### src/zsbf_pkg.sv
// ============================================================================
// zsbf_pkg
// Shared types and constants of the zlib stored-block framer.
// ============================================================================
package zsbf_pkg;

    localparam int unsigned MAX_BLOCK_LEN_DEF = 65535;
    localparam int unsigned QUEUE_DEPTH       = 2;

    localparam logic [15:0] ADLER_MOD = 16'd65521;
    localparam logic [7:0]  ZLIB_CMF  = 8'h78;
    localparam logic [7:0]  ZLIB_FLG  = 8'h01;

    // One classified payload byte: everything the back end needs to emit
    // its full run of stream bytes.
    typedef struct packed {
        logic [7:0]  data;
        logic        zhdr;       // emit zlib header first
        logic        bhdr;       // emit stored-block header
        logic        final_blk;  // BFINAL bit of that block header
        logic [15:0] len;        // LEN of that block header
        logic        last;       // emit Adler-32 trailer after the byte
        logic [31:0] adler;      // Adler-32 after this byte
    } t_desc;

    typedef struct packed {
        logic full;
        logic empty;
    } t_q_stat;

endpackage

### src/zsbf_front.sv
// ============================================================================
// zsbf_front
// Accepts payload bytes, tracks stream/block position and Adler-32, and
// pushes one descriptor per byte into the queue.
// ============================================================================
module zsbf_front #(
    parameter int unsigned MAX_BLOCK_LEN = zsbf_pkg::MAX_BLOCK_LEN_DEF
) (
    input  logic             i_clk,
    input  logic             i_rst_n,
    input  logic             i_in_valid,
    output logic             o_in_ready,
    input  logic [7:0]       i_data_byte,
    input  logic [31:0]      i_total_length,
    input  zsbf_pkg::t_q_stat i_q_stat,
    output logic             o_push,
    output zsbf_pkg::t_desc  o_desc
);

    localparam logic [15:0] BlkLen = 16'(MAX_BLOCK_LEN);

    logic [31:0] r_consumed,   n_consumed;
    logic [15:0] r_block_left, n_block_left;
    logic [15:0] r_adl_lo,     n_adl_lo;
    logic [15:0] r_adl_hi,     n_adl_hi;

    logic [31:0] w_total;
    logic [31:0] w_remaining;
    logic        w_last;
    logic        w_fits;
    logic [15:0] w_len;
    logic        w_zhdr;
    logic        w_bhdr;
    logic [16:0] w_lo_sum;
    logic [16:0] w_hi_sum;
    logic [15:0] w_lo;
    logic [15:0] w_hi;
    logic        w_accept;

    always_comb begin
        w_total     = (i_total_length == 32'd0) ? 32'd1 : i_total_length;
        w_remaining = (w_total > r_consumed) ? (w_total - r_consumed) : 32'd1;
        w_last      = ({1'b0, r_consumed} + 33'd1) >= {1'b0, w_total};
        w_fits      = w_remaining <= {16'd0, BlkLen};
        w_len       = w_fits ? w_remaining[15:0] : BlkLen;
        w_zhdr      = (r_consumed == 32'd0);
        w_bhdr      = (r_block_left == 16'd0);

        // Both sums stay below twice the modulus: one conditional subtract.
        w_lo_sum = {1'b0, r_adl_lo} + {9'd0, i_data_byte};
        w_lo     = (w_lo_sum >= {1'b0, zsbf_pkg::ADLER_MOD})
                 ? 16'(w_lo_sum - {1'b0, zsbf_pkg::ADLER_MOD}) : w_lo_sum[15:0];
        w_hi_sum = {1'b0, r_adl_hi} + {1'b0, w_lo};
        w_hi     = (w_hi_sum >= {1'b0, zsbf_pkg::ADLER_MOD})
                 ? 16'(w_hi_sum - {1'b0, zsbf_pkg::ADLER_MOD}) : w_hi_sum[15:0];
    end

    assign o_in_ready = !i_q_stat.full;
    assign w_accept   = i_in_valid && !i_q_stat.full;
    assign o_push     = w_accept;

    always_comb begin
        o_desc.data      = i_data_byte;
        o_desc.zhdr      = w_zhdr;
        o_desc.bhdr      = w_bhdr;
        o_desc.final_blk = w_fits;
        o_desc.len       = w_len;
        o_desc.last      = w_last;
        o_desc.adler     = {w_hi, w_lo};
    end

    always_comb begin
        n_consumed   = r_consumed;
        n_block_left = r_block_left;
        n_adl_lo     = r_adl_lo;
        n_adl_hi     = r_adl_hi;
        if (w_accept) begin
            if (w_last) begin
                n_consumed   = 32'd0;
                n_block_left = 16'd0;
                n_adl_lo     = 16'd1;
                n_adl_hi     = 16'd0;
            end else begin
                n_consumed   = r_consumed + 32'd1;
                n_block_left = (w_bhdr ? w_len : r_block_left) - 16'd1;
                n_adl_lo     = w_lo;
                n_adl_hi     = w_hi;
            end
        end
    end

    always_ff @(posedge i_clk) begin
        if (!i_rst_n) begin
            r_consumed   <= 32'd0;
            r_block_left <= 16'd0;
            r_adl_lo     <= 16'd1;
            r_adl_hi     <= 16'd0;
        end else begin
            r_consumed   <= n_consumed;
            r_block_left <= n_block_left;
            r_adl_lo     <= n_adl_lo;
            r_adl_hi     <= n_adl_hi;
        end
    end

endmodule

### src/zsbf_fifo.sv
// ============================================================================
// zsbf_fifo
// Short descriptor queue between front and back end.
// ============================================================================
module zsbf_fifo #(
    parameter int unsigned DEPTH = zsbf_pkg::QUEUE_DEPTH
) (
    input  logic              i_clk,
    input  logic              i_rst_n,
    input  logic              i_push,
    input  zsbf_pkg::t_desc   i_desc,
    input  logic              i_pop,
    output zsbf_pkg::t_desc   o_head,
    output zsbf_pkg::t_q_stat o_stat
);

    localparam int unsigned PtrW = (DEPTH > 1) ? $clog2(DEPTH) : 1;
    localparam int unsigned CntW = $clog2(DEPTH + 1);
    localparam logic [PtrW-1:0] PtrLast = PtrW'(DEPTH - 1);
    localparam logic [CntW-1:0] CntFull = CntW'(DEPTH);

    zsbf_pkg::t_desc r_mem [DEPTH];
    logic [PtrW-1:0] r_wr_ptr, n_wr_ptr;
    logic [PtrW-1:0] r_rd_ptr, n_rd_ptr;
    logic [CntW-1:0] r_count,  n_count;

    assign o_head       = r_mem[r_rd_ptr];
    assign o_stat.full  = (r_count == CntFull);
    assign o_stat.empty = (r_count == '0);

    always_comb begin
        n_wr_ptr = r_wr_ptr;
        n_rd_ptr = r_rd_ptr;
        n_count  = r_count;
        if (i_push) begin
            n_wr_ptr = (r_wr_ptr == PtrLast) ? '0 : r_wr_ptr + PtrW'(1);
        end
        if (i_pop) begin
            n_rd_ptr = (r_rd_ptr == PtrLast) ? '0 : r_rd_ptr + PtrW'(1);
        end
        if (i_push && !i_pop) begin
            n_count = r_count + CntW'(1);
        end else if (!i_push && i_pop) begin
            n_count = r_count - CntW'(1);
        end
    end

    always_ff @(posedge i_clk) begin
        if (!i_rst_n) begin
            r_wr_ptr <= '0;
            r_rd_ptr <= '0;
            r_count  <= '0;
        end else begin
            r_wr_ptr <= n_wr_ptr;
            r_rd_ptr <= n_rd_ptr;
            r_count  <= n_count;
        end
    end

    always_ff @(posedge i_clk) begin
        if (i_push) begin
            r_mem[r_wr_ptr] <= i_desc;
        end
    end

endmodule

### src/zsbf_back.sv
// ============================================================================
// zsbf_back
// Expands the queue head into zlib header, block header, payload and
// trailer bytes, one per cycle unless stalled, into a registered output stage.
// ============================================================================
module zsbf_back (
    input  logic              i_clk,
    input  logic              i_rst_n,
    input  zsbf_pkg::t_desc   i_head,
    input  zsbf_pkg::t_q_stat i_q_stat,
    output logic              o_pop,
    output logic              o_out_valid,
    input  logic              i_out_ready,
    output logic [7:0]        o_out_byte,
    output logic              o_end_of_run,
    output logic              o_end_of_stream
);

    typedef enum logic [3:0] {
        POS_CMF,
        POS_FLG,
        POS_BFINAL,
        POS_LEN_LO,
        POS_LEN_HI,
        POS_NLEN_LO,
        POS_NLEN_HI,
        POS_DATA,
        POS_ADL3,
        POS_ADL2,
        POS_ADL1,
        POS_ADL0
    } t_pos;

    logic       r_busy;
    t_pos       r_pos;
    logic       r_out_valid;
    logic [7:0] r_out_byte;
    logic       r_eor;
    logic       r_eos;

    t_pos       w_pos;
    t_pos       w_next;
    logic [7:0] w_byte;
    logic       w_done;
    logic       w_load;

    assign w_load = !i_q_stat.empty && (!r_out_valid || i_out_ready);

    always_comb begin
        if (r_busy) begin
            w_pos = r_pos;
        end else if (i_head.zhdr) begin
            w_pos = POS_CMF;
        end else if (i_head.bhdr) begin
            w_pos = POS_BFINAL;
        end else begin
            w_pos = POS_DATA;
        end
    end

    always_comb begin
        w_byte = i_head.data;
        w_next = POS_DATA;
        w_done = 1'b0;
        unique case (w_pos)
            POS_CMF: begin
                w_byte = zsbf_pkg::ZLIB_CMF;
                w_next = POS_FLG;
            end
            POS_FLG: begin
                w_byte = zsbf_pkg::ZLIB_FLG;
                w_next = i_head.bhdr ? POS_BFINAL : POS_DATA;
            end
            POS_BFINAL: begin
                w_byte = {7'd0, i_head.final_blk};
                w_next = POS_LEN_LO;
            end
            POS_LEN_LO: begin
                w_byte = i_head.len[7:0];
                w_next = POS_LEN_HI;
            end
            POS_LEN_HI: begin
                w_byte = i_head.len[15:8];
                w_next = POS_NLEN_LO;
            end
            POS_NLEN_LO: begin
                w_byte = ~i_head.len[7:0];
                w_next = POS_NLEN_HI;
            end
            POS_NLEN_HI: begin
                w_byte = ~i_head.len[15:8];
                w_next = POS_DATA;
            end
            POS_DATA: begin
                w_byte = i_head.data;
                w_next = POS_ADL3;
                w_done = !i_head.last;
            end
            POS_ADL3: begin
                w_byte = i_head.adler[31:24];
                w_next = POS_ADL2;
            end
            POS_ADL2: begin
                w_byte = i_head.adler[23:16];
                w_next = POS_ADL1;
            end
            POS_ADL1: begin
                w_byte = i_head.adler[15:8];
                w_next = POS_ADL0;
            end
            POS_ADL0: begin
                w_byte = i_head.adler[7:0];
                w_done = 1'b1;
            end
            default: begin
                w_done = 1'b1;
            end
        endcase
    end

    assign o_pop = w_load && w_done;

    always_ff @(posedge i_clk) begin
        if (!i_rst_n) begin
            r_busy      <= 1'b0;
            r_pos       <= POS_CMF;
            r_out_valid <= 1'b0;
        end else if (w_load) begin
            r_busy      <= !w_done;
            r_pos       <= w_next;
            r_out_valid <= 1'b1;
            r_out_byte  <= w_byte;
            r_eor       <= w_done;
            r_eos       <= (w_pos == POS_ADL0);
        end else if (i_out_ready) begin
            r_out_valid <= 1'b0;
        end
    end

    assign o_out_valid     = r_out_valid;
    assign o_out_byte      = r_out_byte;
    assign o_end_of_run    = r_eor;
    assign o_end_of_stream = r_eos;

endmodule

### src/zlib_stored_block_framer.sv
// ============================================================================
// zlib_stored_block_framer
// Wraps a payload byte stream of programmed length as an uncompressed zlib
// stream: zlib header, stored-block headers, payload, Adler-32 trailer.
// ============================================================================
//
//  Channel  | Direction | Handshake               | Payload
//  ---------+-----------+-------------------------+----------------------------
//  in       | sink      | i_in_valid / o_in_ready | i_data_byte
//  out      | source    | o_out_valid/i_out_ready | o_out_byte, o_end_of_run,
//           |           |                         | o_end_of_stream
//  cfg      | APB slave | psel/penable/pready     | paddr, pwdata, prdata
//
//  Every input byte yields one output byte; a byte that opens a stream adds
//  two header bytes, one that opens a block adds five, the last byte adds four
//  trailer bytes (at most twelve output bytes per input byte). The output port,
//  one byte per transfer, sets the pace.
//  Payload-only bytes flow at one transfer per cycle while the output is not
//  stalled, passing through the descriptor queue and then the output register.
//  Reset (synchronous, active low) clears stream state and sets the length
//  register to one; no clearing pass.
//  An output stall holds the output register; the queue holds up to two
//  descriptors, the one being expanded included, and o_in_ready drops once
//  both are taken.
//
module zlib_stored_block_framer #(
    parameter int unsigned MAX_BLOCK_LEN = zsbf_pkg::MAX_BLOCK_LEN_DEF
) (
    input  logic        i_clk,
    input  logic        i_rst_n,
    // payload input
    input  logic        i_in_valid,
    output logic        o_in_ready,
    input  logic [7:0]  i_data_byte,
    // stream output
    output logic        o_out_valid,
    input  logic        i_out_ready,
    output logic [7:0]  o_out_byte,
    output logic        o_end_of_run,
    output logic        o_end_of_stream,
    // configuration
    input  logic        psel,
    input  logic        penable,
    input  logic        pwrite,
    input  logic [2:0]  paddr,
    input  logic [31:0] pwdata,
    output logic [31:0] prdata,
    output logic        pready
);

    // Register index, taken from byte address bit 2.
    localparam logic REG_TOTAL_LENGTH = 1'b0;

    logic [31:0]       r_total_length;
    logic              w_cfg_wr;

    logic              w_push;
    logic              w_pop;
    zsbf_pkg::t_desc   w_desc;
    zsbf_pkg::t_desc   w_head;
    zsbf_pkg::t_q_stat w_q_stat;

    // ------------------------------------------------------------------
    // Configuration: write in the access phase, pready tied high.
    // ------------------------------------------------------------------
    assign pready   = 1'b1;
    assign w_cfg_wr = psel && penable && pwrite && (paddr[2] == REG_TOTAL_LENGTH);
    assign prdata   = (paddr[2] == REG_TOTAL_LENGTH) ? r_total_length : 32'd0;

    always_ff @(posedge i_clk) begin
        if (!i_rst_n) begin
            r_total_length <= 32'd1;
        end else if (w_cfg_wr) begin
            r_total_length <= pwdata;
        end
    end

    // ------------------------------------------------------------------
    // Front end: classify each byte and update Adler-32.
    // ------------------------------------------------------------------
    zsbf_front #(
        .MAX_BLOCK_LEN (MAX_BLOCK_LEN)
    ) u_front (
        .i_clk          (i_clk),
        .i_rst_n        (i_rst_n),
        .i_in_valid     (i_in_valid),
        .o_in_ready     (o_in_ready),
        .i_data_byte    (i_data_byte),
        .i_total_length (r_total_length),
        .i_q_stat       (w_q_stat),
        .o_push         (w_push),
        .o_desc         (w_desc)
    );

    // ------------------------------------------------------------------
    // Descriptor queue: decouple input acceptance from output expansion.
    // ------------------------------------------------------------------
    zsbf_fifo #(
        .DEPTH (zsbf_pkg::QUEUE_DEPTH)
    ) u_fifo (
        .i_clk   (i_clk),
        .i_rst_n (i_rst_n),
        .i_push  (w_push),
        .i_desc  (w_desc),
        .i_pop   (w_pop),
        .o_head  (w_head),
        .o_stat  (w_q_stat)
    );

    // ------------------------------------------------------------------
    // Back end: emit headers, payload and trailer one byte a cycle unless stalled.
    // ------------------------------------------------------------------
    zsbf_back u_back (
        .i_clk           (i_clk),
        .i_rst_n         (i_rst_n),
        .i_head          (w_head),
        .i_q_stat        (w_q_stat),
        .o_pop           (w_pop),
        .o_out_valid     (o_out_valid),
        .i_out_ready     (i_out_ready),
        .o_out_byte      (o_out_byte),
        .o_end_of_run    (o_end_of_run),
        .o_end_of_stream (o_end_of_stream)
    );

    // ------------------------------------------------------------------
    // Assertions
    // ------------------------------------------------------------------
    // The trailer's last byte always closes its run.
    a_eos_ends_run: assert property (@(posedge i_clk) disable iff (!i_rst_n)
        (o_out_valid && o_end_of_stream) |-> o_end_of_run)
        else $error("end_of_stream without end_of_run");

    // A full queue only happens while the back end presents a byte.
    a_full_has_output: assert property (@(posedge i_clk) disable iff (!i_rst_n)
        !o_in_ready |-> o_out_valid)
        else $error("queue full with idle output stage");

    // Nothing leaves the block right after reset.
    a_quiet_after_reset: assert property (@(posedge i_clk)
        !i_rst_n |=> !o_out_valid)
        else $error("output valid right after reset");

endmodule

### config.mk
export PLATFORM = sky130hd
export DESIGN_NAME = zlib_stored_block_framer
export DESIGN_NICKNAME = d
export VERILOG_FILES = /design/src/zsbf_pkg.sv /design/src/zsbf_front.sv /design/src/zsbf_fifo.sv /design/src/zsbf_back.sv /design/src/zlib_stored_block_framer.sv
export SDC_FILE = /design/constraint.sdc
export NUM_CORES = 1
export LEC_CHECK = 0
export BUFFER_PORTS_ARGS = -buffer_cell sky130_fd_sc_hd__buf_2
export CAP_MARGIN = 20
export CORE_MARGIN = 2
export CORE_UTILIZATION = 29
export DETAILED_ROUTE_END_ITERATION = 7
export GPL_ROUTABILITY_DRIVEN = 1
export PLACE_DENSITY = 0.47
export SYNTH_ARGS = -nofsm -noshare
export SYNTH_HDL_FRONTEND = slang
export SYNTH_SLANG_ARGS = --single-unit
### constraint.sdc
create_clock -name i_clk -period 8.97 [get_ports i_clk]
set_clock_uncertainty 0.2 [all_clocks]
set_input_delay 0.897 -clock i_clk [delete_from_list [all_inputs] [get_ports i_clk]]
set_output_delay 0.897 -clock i_clk [all_outputs]
set_load 0.005 [all_outputs]
* After elaboration in Yosys (flattened, before gate mapping)
Memories as Yosys holds them, arrays and structs flattened. A register that Yosys moved wholly into a read port is not among the register bits.
Index checks and enable logic that the tools add are counted.
** Word-level totals
- Memories :: 1
- Memory bits (writable) :: 120
- Output and inout bits :: 45
- Input port bits :: 50
- Flip-flop bits (word level) :: 132
- Word-level logic and storage cells :: 99
** Operators by class
- Order comparisons :: 5
- Multiplexer cells :: 27
- Reduce and logical (&&, ||, !) cells :: 25
- Bitwise logic cells :: 3
- Add/sub/neg operators :: 12
- Equality and inequality tests :: 12
** Memories
- u_fifo.r_mem :: words 2, width 60, read ports 1, clocked after Yosys merged registers in 1, wr ports 1, RTL line zsbf_fifo.sv:22 : zsbf_pkg::t_desc r_mem [DEPTH];
** Operators with widths (number)
- $mux W32 :: 4
- $mux W16 :: 7
- $pmux W8 S11 :: 1
- $logic_not A32 Y1 :: 2
- $pmux W4 S10 :: 1
- $ge A17 B16 Y1 const B :: 2
- $add A32 B1 Y33 const B :: 1
- $ge A33 B32 Y1 :: 1
- $add A32 B1 Y32 const B :: 1
- $gt A32 B32 Y1 :: 1
- $le A32 B16 Y1 const B :: 1
- $sub A16 B16 Y16 const B :: 2
- $sub A32 B32 Y32 :: 1
- $add A16 B16 Y17 :: 1
- $add A16 B8 Y17 :: 1
- $eq A4 B3 Y1 const B :: 4
- $eq A4 B4 Y1 const B :: 4
- $logic_not A16 Y1 :: 1
- $not A8 Y8 :: 2
- $sub A16 B1 Y16 const B :: 1
- $reduce_or A10 Y1 :: 1
- $eq A4 B2 Y1 const B :: 2
- $logic_and A1 B1 Y1 :: 8
- $mux W1 :: 8
- other kinds (16) :: 26

* Logic depth before layout (Yosys ltp)
Gate-level depths: netlist (run 1).
- Depth after elaboration :: 10
- Depth in mapped cells :: 27
- Mapped depth without buffers :: 26

* Modules after synthesis
Synthesis (run 1) repeated with hierarchy kept, for this count alone.
** Second synthesis, totals
- Cells, all modules :: 1915
- Area, all modules :: 17113.9 um^2
** Modules (own cells, without submodules)
- zsbf_front :: cells each 1323, instances 1, sequential area each 1601.5 um^2, area an instance 9396.5 um^2
- zsbf_fifo :: cells each 209, instances 1, sequential area each 3703.6 um^2, area an instance 4548.1 um^2
- zsbf_back :: cells each 206, instances 1, sequential area each 420.4 um^2, area an instance 1626.6 um^2
- zlib_stored_block_framer :: cells each 177, instances 1, sequential area each 640.6 um^2, area an instance 1542.7 um^2

* Worst setup path before layout (run 1)
Ideal clock, no wire load.
- Path kind :: input port to flip-flop
- Start :: in i_data_byte[0]
- End :: mem u_fifo.r_mem[0][26] (netlist name) (data pin)
- Path buffers :: 0
- Required time :: 8512 ps
- Setup time :: 258 ps
- Cell stages on the path :: 26
- Setup slack :: 1769 ps
- Arrival :: 6743 ps
- Cell sequence :: ha_1 > fa_1 > a21o_1 > a21oi_1 > o21bai_1 > a21oi_1 > nand3_1 > a2111oi_0 > o221ai_1 > o21ai_1 > nor2_1 > a21oi_1 > inv_1 > ha_1 > a21o_1 > a21o_1 > a211o_1 > a21oi_1 > o21ai_0 > a21o_1 > xnor2_1 > nand3b_1 > o31a_1 > o21a_1 > or3_1 > and2_1
** RTL lines
- start, declared :: RTL line zlib_stored_block_framer.sv:34 : input logic [7:0] i_data_byte,
- end, declared :: RTL line zsbf_fifo.sv:22

==> impl_metrics.json, run 1 <==
{
  "vias": 14345,
  "cp_max_fo": 16,
  "hp-class": "reg2reg",
  "drt_iter0_markers": 1017,
  "regArea_mm2": 0.006370,
  "yosys-top-cells-area": "edfxtp_1, dfxtp_1, ha_1",
  "dp_hpwl_um": 37920,
  "finalHoldViolCount": 0,
  "synth_top_cell_area_share_pct": 23.12,
  "synth-simple-area-share_pct": 19.94,
  "synth_nets": 2062,
  "rsz0062_at_grt": "false",
  "grt_pass1_wl_um": 79610,
  "dp_cells": 2661,
  "hold_ws_ps": 267.0,
  "cp-start-kind": "input pin",
  "yosys_most_used_dff": "edfxtp_1",
  "slew_violations": 0,
  "fin_crit_sh_pct": 90.93,
  "area.growth.synth_to_final_pct": 12.36,
  "grt_max_degree": 80,
  "synthDistinctLibCells": 100,
  "setup_violations": 0,
  "htreeDepth": 1,
  "core_mm2": 0.05759,
  "grt_pass1_vias": 13770,
  "synth_xor_xnor_area_share_pct": 5.395,
  "grt_usage_pct": 16.64,
  "cts_made_buffers": 31,
  "drv_cap": 0,
  "layout-drive-gt1-share_pct": 11.46,
  "p_per_area_mw_per_mm2": 246.2,
  "cts_resized": 0,
  "netlist_top_cells_count": "nand2_1, nor2_1, a21oi_1",
  "cts_tree": "built",
  "die_w_um": 245.3,
  "async_flop_share_pct": 0,
  "cts_sinks": 253,
  "antenna_cells": 0,
  "cts.reportedPaths.clkPinSlew_ps": 60,
  "synth_compound_area_share_pct": 18.86,
  "yosysMostFrequentCell": "nand2_1",
  "vias_per_cell": 5.274,
  "required_ps": 9100,
  "p_leak_uw": 0.007145,
  "timing.slew.headroom_pct": 34.28,
  "rows": 88,
  "synth_top_family_by_area": "simple AND/OR/NAND/NOR gates",
  "first_pass_iters": 5,
  "multi_input_area_mm2": 0.009622,
  "synth-edff-count": 130,
  "route.detailed.drc": 0,
  "root_buffer": "clkbuf_16",
  "worstMarginPinSlew_ps": 982.2,
  "fin_setup_tns_ps": 0,
  "wl_um": 50830,
  "syn_area_mm2": 0.01688,
  "stdcell_count": 2720,
  "yosys.area_share.adder_pct": 7.545,
  "criticalPathCategory": "in2reg",
  "peakVddDrop_v": 0.0001500,
  "pin_count": 95,
  "finalCriticalPeriod_ps": 8157,
  "status": "completed",
  "numPortBuffers": 91,
  "antenna_found_initial": 0,
  "die-area_mm2": 0.06016,
  "fillCellCount": 5967,
  "yosysWarnings": 0,
  "wire_per_inst_um": 18.69,
  "seq_area_frac_synth_pct": 37.71,
  "initial_core_util_pct": 29.32,
  "synthCells": 1912,
  "clkLatencyLatePin_ps": 590,
  "synth_top_area_cell": "edfxtp_1",
  "layout.nets": 2080,
  "hold_buffers": 0,
  "die_h_um": 245.3,
  "overflow": 0,
  "clock_path_buffers": 3,
  "postCtsSetupRepairBufs": 0,
  "cp.arrival_ps": 8280,
  "syn_avg_cell_area_um2": 8.830,
  "synth_seq_cells": 253,
  "synthMuxAreaShare_pct": 5.092,
  "cp-end-kind": "register",
  "gp_congestion": 0.8914,
  "fmax_ghz": 0.1226,
  "ant_nets": 0
}
-- cells in the final DEF, fill, tap and decap left out, drive strengths merged, types with 80 or more instances in the layout --
cell / count
a21oi: 157
buf: 107
o21ai: 80
edfxtp: 130
nand2: 182
nor2: 171
dfxtp: 123
ha: 97
inv: 105
-- sequential cells by signal, indices dropped and copies added (netlist names), 2 cells and up, named ones only --
name                  cells
u_fifo.r_mem            120
u_fifo.r_count            2
u_front.r_consumed       32
u_back.o_out_byte         8
u_front.r_adl_hi         16
u_front.r_block_left     16
u_front.r_adl_lo         16
r_total_length           32
u_back.r_pos              4
-- worst paths after layout --
check | startpoint | end | slack (ps) | depth (start not counted)
setup / recovery | i_data_byte[0] | u_fifo.r_mem[1][26]$_DFFE_PP_ | 810 | 26
hold / removal | u_front.r_consumed[12]$_SDFFE_PN0P_ | u_front.r_consumed[12]$_SDFFE_PN0P_ | 270 | 2
setup reg to reg | u_front.r_adl_lo[0]$_SDFFE_PN1P_ | u_fifo.r_mem[1][26]$_DFFE_PP_ | 970 | 25
hold reg to reg | u_front.r_consumed[12]$_SDFFE_PN0P_ | u_front.r_consumed[12]$_SDFFE_PN0P_ | 270 | 2
-- critical path: stages --
cell	delay [ps]
buf_2	120
ha_1	220
fa_1	400
a21o_1	190
a21oi_1	240
o21bai_1	140
a21oi_1	410
nand3_1	140
a2111oi_0	580
o221ai_1	240
o21ai_1	440
nand2_1	130
xnor2_1	360
ha_1	340
nor2b_1	140
o21ai_0	200
a21boi_0	200
o311a_1	370
o21ai_0	460
a21boi_0	280
a41o_1	290
nor2_1	170
o31a_1	590
o22ai_1	200
or3_1	360
and2_1	170
-- cell families (layout without fill, tap and decap cells) --
| kind of cell | after synthesis | count (layout) |
|---|---|---|
| other | 1 | 1 |
| flip-flops | 253 | 253 |
| XOR/XNOR | 104 | 104 |
| multiplexers | 85 | 85 |
| AND/OR/NAND/NOR | 679 | 679 |
| adder cells (fa/ha/maj) | 100 | 100 |
| AO/OA/AOI/OAI | 465 | 465 |
| buffers and inverters | 225 | 268 |
-- where the power goes --
part | leakage, uW | switching (uW) | internal, uW
Clock | 0.000509 | 515 | 775
Combinational | 0.00442 | 1180 | 685
Sequential | 0.00222 | 84.3 | 1430
-- metrics by stage --
| step | worst slack, ps | power, uW | cell area (um2) | util (%) |
|---|---|---|---|---|
| 2_1_floorplan | 1770 | 2911 | 16880 | - |
| 3_3_place_gp | 479.4 | 3357 | 17900 | 31.08 |
| 3_5_place_dp | 235.2 | 3382 | 17900 | 31.09 |
| 4_1_cts | 848.4 | 4696 | 18940 | 32.89 |
| 5_1_grt | 36.81 | 4950 | 18970 | 32.94 |
| 6_report | 813.4 | 4670 | 18970 | 32.94 |
-- layout make-up --
| class | count | area share, % |
|---|---|---|
| sequential | 253 | 33.58 |
| tap | 765 | 5.046 |
| timing repair buffer | 107 | 3.140 |
| inverter | 103 | 2.038 |
| multi-input combinational | 1434 | 50.72 |
| clock buffer | 42 | 4.465 |
| clock inverter | 16 | 1.009 |
-- routing by layer --
layer / wire (um) / part of all wire (%) / GRT usage [%] / vias up
li1: - / - / - / 6988
met1: 23950 / 47 / 22.75 / 6941
met2: 23160 / 46 / 27.19 / 329
met3: 2121 / 4.2 / 1.826 / 87
met4: 1591 / 3.1 / 5.649 / 0
met5: 0 / 0 / 0 / -
(Power assumes the default switching activity.)
==> run 2: changes to the inputs <==
--- a/config.mk
+++ b/config.mk
@@ -5,7 +5,7 @@
 export SDC_FILE = /design/constraint.sdc
 export NUM_CORES = 1
 export LEC_CHECK = 0
-export BUFFER_PORTS_ARGS = -buffer_cell sky130_fd_sc_hd__buf_2
+export BUFFER_PORTS_ARGS = -buffer_cell sky130_fd_sc_hd__buf_4
 export CAP_MARGIN = 20
 export CORE_MARGIN = 2
 export CORE_UTILIZATION = 29
==> run 2 against run 1 <==
  * Critical path type unchanged
  * Global-route usage is 0.10 points higher
  * Utilization is 0.33 points higher
  * Largest cell class unchanged
  * Die area stayed put
  * Count of clock-buffer cells in the layout is 4 lower
==> impl_metrics.json, run 2 (synthesized netlist as in run 1, its figures left out) <==
{
  "status": "completed",
  "layout.nets": 2080,
  "drt_iter0_markers": 1048,
  "first_pass_iters": 5,
  "slew_violations": 0,
  "cp-start-kind": "input pin",
  "die_h_um": 245.3,
  "worstMarginPinSlew_ps": 974.3,
  "peakVddDrop_v": 0.0001622,
  "p_per_area_mw_per_mm2": 242.8,
  "finalCriticalPeriod_ps": 8196,
  "grt_usage_pct": 16.74,
  "crit_family": "compound AO/OA/AOI/OAI gates",
  "cts_sinks": 253,
  "die_w_um": 245.3,
  "setup.worst_path.start": "i_data_byte[0]",
  "grt_pass1_wl_um": 80130,
  "wire_per_inst_um": 18.90,
  "cp_slowest_stage_delay_ps": 590,
  "core_mm2": 0.05759,
  "fmax_ghz": 0.1220,
  "largest_register_ffs": 120,
  "top_regs": "u_fifo.r_mem (120), r_total_length (32), u_front.r_consumed (32)",
  "ant_nets": 0,
  "final_cell_mix": "nand2_1, nor2_1, a21oi_1, edfxtp_1, dfxtp_1",
  "netSwitchingFraction_pct": 38.60,
  "clkLatencyLatePin_ps": 600,
  "timing.rr.start": "u_front.r_adl_lo[0]$_SDFFE_PN1P_",
  "rows": 88,
  "seqPwrFrac_pct": 32.6,
  "p_switching_uw": 1796,
  "criticalPathCategory": "in2reg",
  "multi_input_area_mm2": 0.009617,
  "antenna_cells": 0,
  "cp-end-kind": "register",
  "cts_tree": "built",
  "p_clk_share_pct": 27.0,
  "hp-start": "u_front.r_consumed[17]$_SDFFE_PN0P_",
  "drv_cap": 0,
  "area.growth.synth_to_final_pct": 13.50,
  "layout_commonest_cell": "nand2_1",
  "cp.arrival_ps": 8310,
  "wl_um": 51410,
  "grt_pass1_vias": 13841,
  "initial_core_util_pct": 29.32,
  "vias_per_cell": 5.265,
  "cts_resized": 0,
  "vias": 14320,
  "pin_count": 95,
  "p_int_uw": 2857,
  "worstPathBufferInverterCount": 2,
  "cp_max_fo": 16,
  "rsz0062_at_grt": "false",
  "required_ps": 9080,
  "fin_setup_tns_ps": 0,
  "numPortBuffers": 91,
  "layout-drive-gt1-share_pct": 11.46,
  "p_leak_uw": 0.007166,
  "finalHoldViolCount": 0,
  "slowest_stage": "a2111oi_0",
  "die-area_mm2": 0.06016,
  "postCtsSetupRepairBufs": 0,
  "route.detailed.drc": 0,
  "cts_made_buffers": 31,
  "setup_violations": 0,
  "regMostFlops": "u_fifo.r_mem",
  "root_buffer": "clkbuf_16",
  "cts.reportedPaths.clkPinSlew_ps": 60,
  "gp_congestion": 0.9041,
  "htreeDepth": 1,
  "fillCellCount": 5960,
  "regArea_mm2": 0.006370,
  "power_frac_comb_pct": 40.4,
  "clock_path_buffers": 3,
  "power.total_uw": 4652,
  "grt_max_degree": 75,
  "antenna_found_initial": 0,
  "timing.slew.headroom_pct": 34.81,
  "hp-class": "reg2reg",
  "fin_crit_sh_pct": 91.37,
  "dp_hpwl_um": 38210,
  "overflow": 0,
  "hold_buffers": 0
}
## run 2: changes by cell type in the layout (fill, tap and decap cells not counted), sizes merged
cell / change
bufinv: -1
clkinvlp: +3
inv: +1
clkbuf: -4
clkinv: +1
## run 2: final timing paths
path,endpoint,slack (ps),cells after the start
setup / recovery,u_fifo.r_mem[1][26]$_DFFE_PP_,770,27
hold / removal,u_front.r_consumed[17]$_SDFFE_PN0P_,270,2
setup reg to reg,u_fifo.r_mem[1][26]$_DFFE_PP_,940,26
hold reg to reg,u_front.r_consumed[17]$_SDFFE_PN0P_,270,2
## run 2: final cells by class
class                      instances  area share [%]
clock buffer                      38           4.238
clock inverter                    20           1.019
inverter                         103           2.018
multi-input combinational       1434           50.19
sequential                       253           33.24
tap                              765           4.995
timing repair buffer             107           4.297
## run 2: tightest hold or removal path: cells and delay by family, from the launching register on
| kind | cells | cell delay [ps] |
|---|---|---|
| AOI/OAI and AO/OA | 1 | 50 |
| DFF | 1 | 320 |
| and+or+nand+nor | 1 | 60 |
## run 2: through the flow
stage / hold slack, ps / instances / utilization (%) / cell area [um2] / setup slack (ps)
3_3_place_gp: 258.2 / 2660 / 31.46 / 18120 / 522.2
6_report: 269.8 / 2720 / 33.27 / 19160 / 774.3
5_1_grt: 300.3 / 2720 / 33.27 / 19160 / 57.66
4_1_cts: 274.1 / 2720 / 33.27 / 19160 / 877.4
2_1_floorplan: 240.6 / 1912 / - / 16880 / 1770
3_5_place_dp: 259.9 / 2662 / 31.52 / 18150 / 281.5
## run 2: power groups by stage
stage | clock, uW | sequential, uW | combinational (uW)
2_1_floorplan | 0 | 1510 | 1400
3_3_place_gp | 0 | 1540 | 1830
3_5_place_dp | 0 | 1540 | 1850
4_1_cts | 1290 | 1520 | 1860
5_1_grt | 1340 | 1530 | 2070
6_report | 1260 | 1520 | 1880
## run 2: routing by layer
metal  GRT usage (%)  part of all wire [%]
met5               0                     0
met4           4.053                   2.0
met3           1.892                   4.2
met2           27.78                    46
met1           23.12                    47
==> run 3: changes to the inputs <==
--- a/config.mk
+++ b/config.mk
@@ -12,6 +12,7 @@
 export DETAILED_ROUTE_END_ITERATION = 7
 export GPL_ROUTABILITY_DRIVEN = 1
 export PLACE_DENSITY = 0.47
+export RECOVER_POWER = 100
 export SYNTH_ARGS = -nofsm -noshare
 export SYNTH_HDL_FRONTEND = slang
 export SYNTH_SLANG_ARGS = --single-unit
==> run 3 against run 2 <==
  * The run now ends with capacitance limit, slew limit left
  * Clock power about the same
  * Global-route usage unchanged
  * Worst setup slack worse by 90 ps
  * Count of clock-buffer cells in the layout unchanged
  * Combinational power down 3%
  * First-iteration DRC count about the same
  * Via count down 0.53%
  * Highest routed layer unchanged
  * Critical path type is now reg2reg
  * Register-to-register slack worse by 260 ps
  * Critical path depth down 6
  * Utilization down 0.34 points
  * Fmax down 1.1%
  * Cell area down 1.0%
==> impl_metrics.json, run 3 (synthesized netlist as in run 1, its figures left out) <==
{
  "first_pass_iters": 7,
  "wire_per_inst_um": 18.88,
  "slowest_stage": "a211oi_1",
  "criticalPathCategory": "reg2reg",
  "path_depth": 21,
  "area.growth.synth_to_final_pct": 12.33,
  "dp_hpwl_um": 38210,
  "p_per_area_mw_per_mm2": 243.0,
  "finalHoldViolCount": 0,
  "hp-class": "reg2reg",
  "cts.reportedPaths.clkPinSlew_ps": 70,
  "p_switching_uw": 1771,
  "failed_checks": "capacitance limit, slew limit",
  "p_clk_share_pct": 27.3,
  "die_w_um": 245.3,
  "drt_iter0_markers": 1049,
  "clkLatencyLatePin_ps": 600,
  "slew_violations": 351,
  "dp_cells": 2662,
  "die_h_um": 245.3,
  "setup_violations": 0,
  "gp_congestion": 0.9041,
  "cts_tree": "built",
  "layout_commonest_cell": "nand2_1",
  "hold_buffers": 0,
  "fin_crit_sh_pct": 92.37,
  "regMostFlops": "u_fifo.r_mem",
  "htreeDepth": 1,
  "p_int_uw": 2838,
  "finalCriticalPeriod_ps": 8286,
  "grt_usage_pct": 16.74,
  "die-area_mm2": 0.06016,
  "reg2regPathDepth": 21,
  "cts_made_buffers": 31,
  "cp_slowest_stage_delay_ps": 1460,
  "cts_resized": 0,
  "status": "finished, violations left",
  "r2r_end": "u_front.r_consumed[29]$_SDFFE_PN0P_",
  "worstMarginPinSlew_ps": 3915,
  "cts_sinks": 253,
  "required_ps": 9270,
  "final_cell_mix": "nand2_1, nor2_1, a21oi_1, edfxtp_1, dfxtp_1",
  "route.detailed.drc": 0,
  "crit_family": "simple AND/OR/NAND/NOR gates",
  "stdcell_count": 2720,
  "cp-end-kind": "register",
  "numPortBuffers": 91,
  "holdPathStages": 2,
  "vias": 14244,
  "vias_per_cell": 5.237,
  "pin_count": 95,
  "ant_nets": 0,
  "power.total_uw": 4609,
  "largest_register_ffs": 120,
  "peakVddDrop_v": 0.0001615,
  "wl_um": 51340,
  "clock_path_buffers": 3,
  "grt_pass1_vias": 13841,
  "core_mm2": 0.05759,
  "finalCoreUtilization_pct": 32.93,
  "min_to": "u_front.r_consumed[17]$_SDFFE_PN0P_",
  "grt_max_degree": 75,
  "root_buffer": "clkbuf_16",
  "p_leak_uw": 0.007027,
  "crit_path_cell_trace": "and3_1, nand3_1, nor3_1, and3_1, nand2_1, nor2_1, nand3_1, nor2_1, nand2_1, xnor2_1, ha_1, nand4_1, nor4_1, a221o_1, a221o_1, a211oi_1, inv_1, nor2_1, a21o_1, a21oi_1, nor2_1",
  "cp_max_fo": 11,
  "drv_cap": 8,
  "layout.nets": 2080,
  "timing.slew.headroom_pct": -161.0,
  "r2r_setup_slack_ps": 680,
  "seqPwrFrac_pct": 33.0,
  "grt_pass1_wl_um": 80130,
  "hp-start": "u_front.r_consumed[17]$_SDFFE_PN0P_",
  "rsz0062_at_grt": "false",
  "crit_path_frequent_cell": "nor2_1",
  "fin_setup_tns_ps": 0,
  "fillCellCount": 5999,
  "netSwitchingFraction_pct": 38.43,
  "worstPathBufferInverterCount": 1,
  "cp.arrival_ps": 8580,
  "hold_ws_ps": 269.3,
  "initial_core_util_pct": 29.32,
  "layout-drive-gt1-share_pct": 9.258,
  "timing.rr.start": "u_front.r_consumed[0]$_SDFFE_PN0P_",
  "rows": 88,
  "overflow": 0,
  "power_frac_comb_pct": 39.7,
  "top_regs": "u_fifo.r_mem (120), r_total_length (32), u_front.r_consumed (32)",
  "cp-start-kind": "register",
  "fmax_ghz": 0.1207,
  "antenna_cells": 0,
  "postCtsSetupRepairBufs": 0,
  "antenna_found_initial": 0
}
-- run 3: cell types whose count changed in the layout (fill, tap and decap cells not counted), moves of 3 or more --
cell,change
and2_0,+3
and2_1,-3
buf_4,-62
clkbuf_1,+27
clkbuf_4,+36
nor2_1,+3
nor2_2,-3
-- run 3: area by class of cell --
| cell class | instances | area, um2 | share of cell area (%) |
|---|---|---|---|
| Multi-Input combinational cell | 1434 | 9545 | 50.33 |
| Sequential cell | 253 | 6366 | 33.57 |
| Tap cell | 765 | 957.2 | 5.047 |
| Clock buffer | 38 | 812.0 | 4.282 |
| Timing Repair Buffer | 107 | 701.9 | 3.701 |
| Inverter | 103 | 386.6 | 2.039 |
| Clock inverter | 20 | 195.2 | 1.029 |
-- run 3: tightest hold or removal path: cells and delay by family (launching register included) --
family / cells / cell delay, ps
AO/OA/AOI/OAI: 1 / 50
flip-flops: 1 / 320
AND/OR/NAND/NOR: 1 / 50
-- run 3: per-stage QoR --
step	instance area, um2	setup WS, ps
finish	18960	684.1
global route	18960	30.57
CTS	19160	877.4
detailed placement	18150	281.5
global placement	18120	522.2
floorplan	16880	1770
-- run 3: how the worst max path moves through the flow --
stage,from,to,slack [ps]
global placement,i_data_byte[0],u_fifo.r_mem[0][26]$_DFFE_PP_,520
finish,u_front.r_consumed[0]$_SDFFE_PN0P_,u_front.r_consumed[29]$_SDFFE_PN0P_,680
detailed placement,i_data_byte[0],u_fifo.r_mem[1][26]$_DFFE_PP_,280
global route,i_data_byte[0],u_fifo.r_mem[0][26]$_DFFE_PP_,30
CTS,i_data_byte[0],u_fifo.r_mem[0][26]$_DFFE_PP_,880
floorplan,i_data_byte[0],u_fifo.r_mem[0][26]$_DFFE_PP_,1770
-- run 3: power groups by stage --
| stage | combinational (uW) | sequential (uW) | clock (uW) |
|---|---|---|---|
| after floorplan | 1400 | 1510 | 0 |
| after global placement | 1830 | 1540 | 0 |
| after detailed placement | 1850 | 1540 | 0 |
| after CTS | 1860 | 1520 | 1290 |
| after global routing | 2010 | 1540 | 1340 |
| final | 1830 | 1520 | 1260 |
-- run 3: layer usage --
metal / track usage [%] / up-vias / part of all wire, %
met5: 0 / - / 0
met1: 23.12 / 6873 / 47
met3: 1.892 / 61 / 4.1
li1: - / 6983 / -
met4: 4.053 / 0 / 2.0
met2: 27.78 / 327 / 46
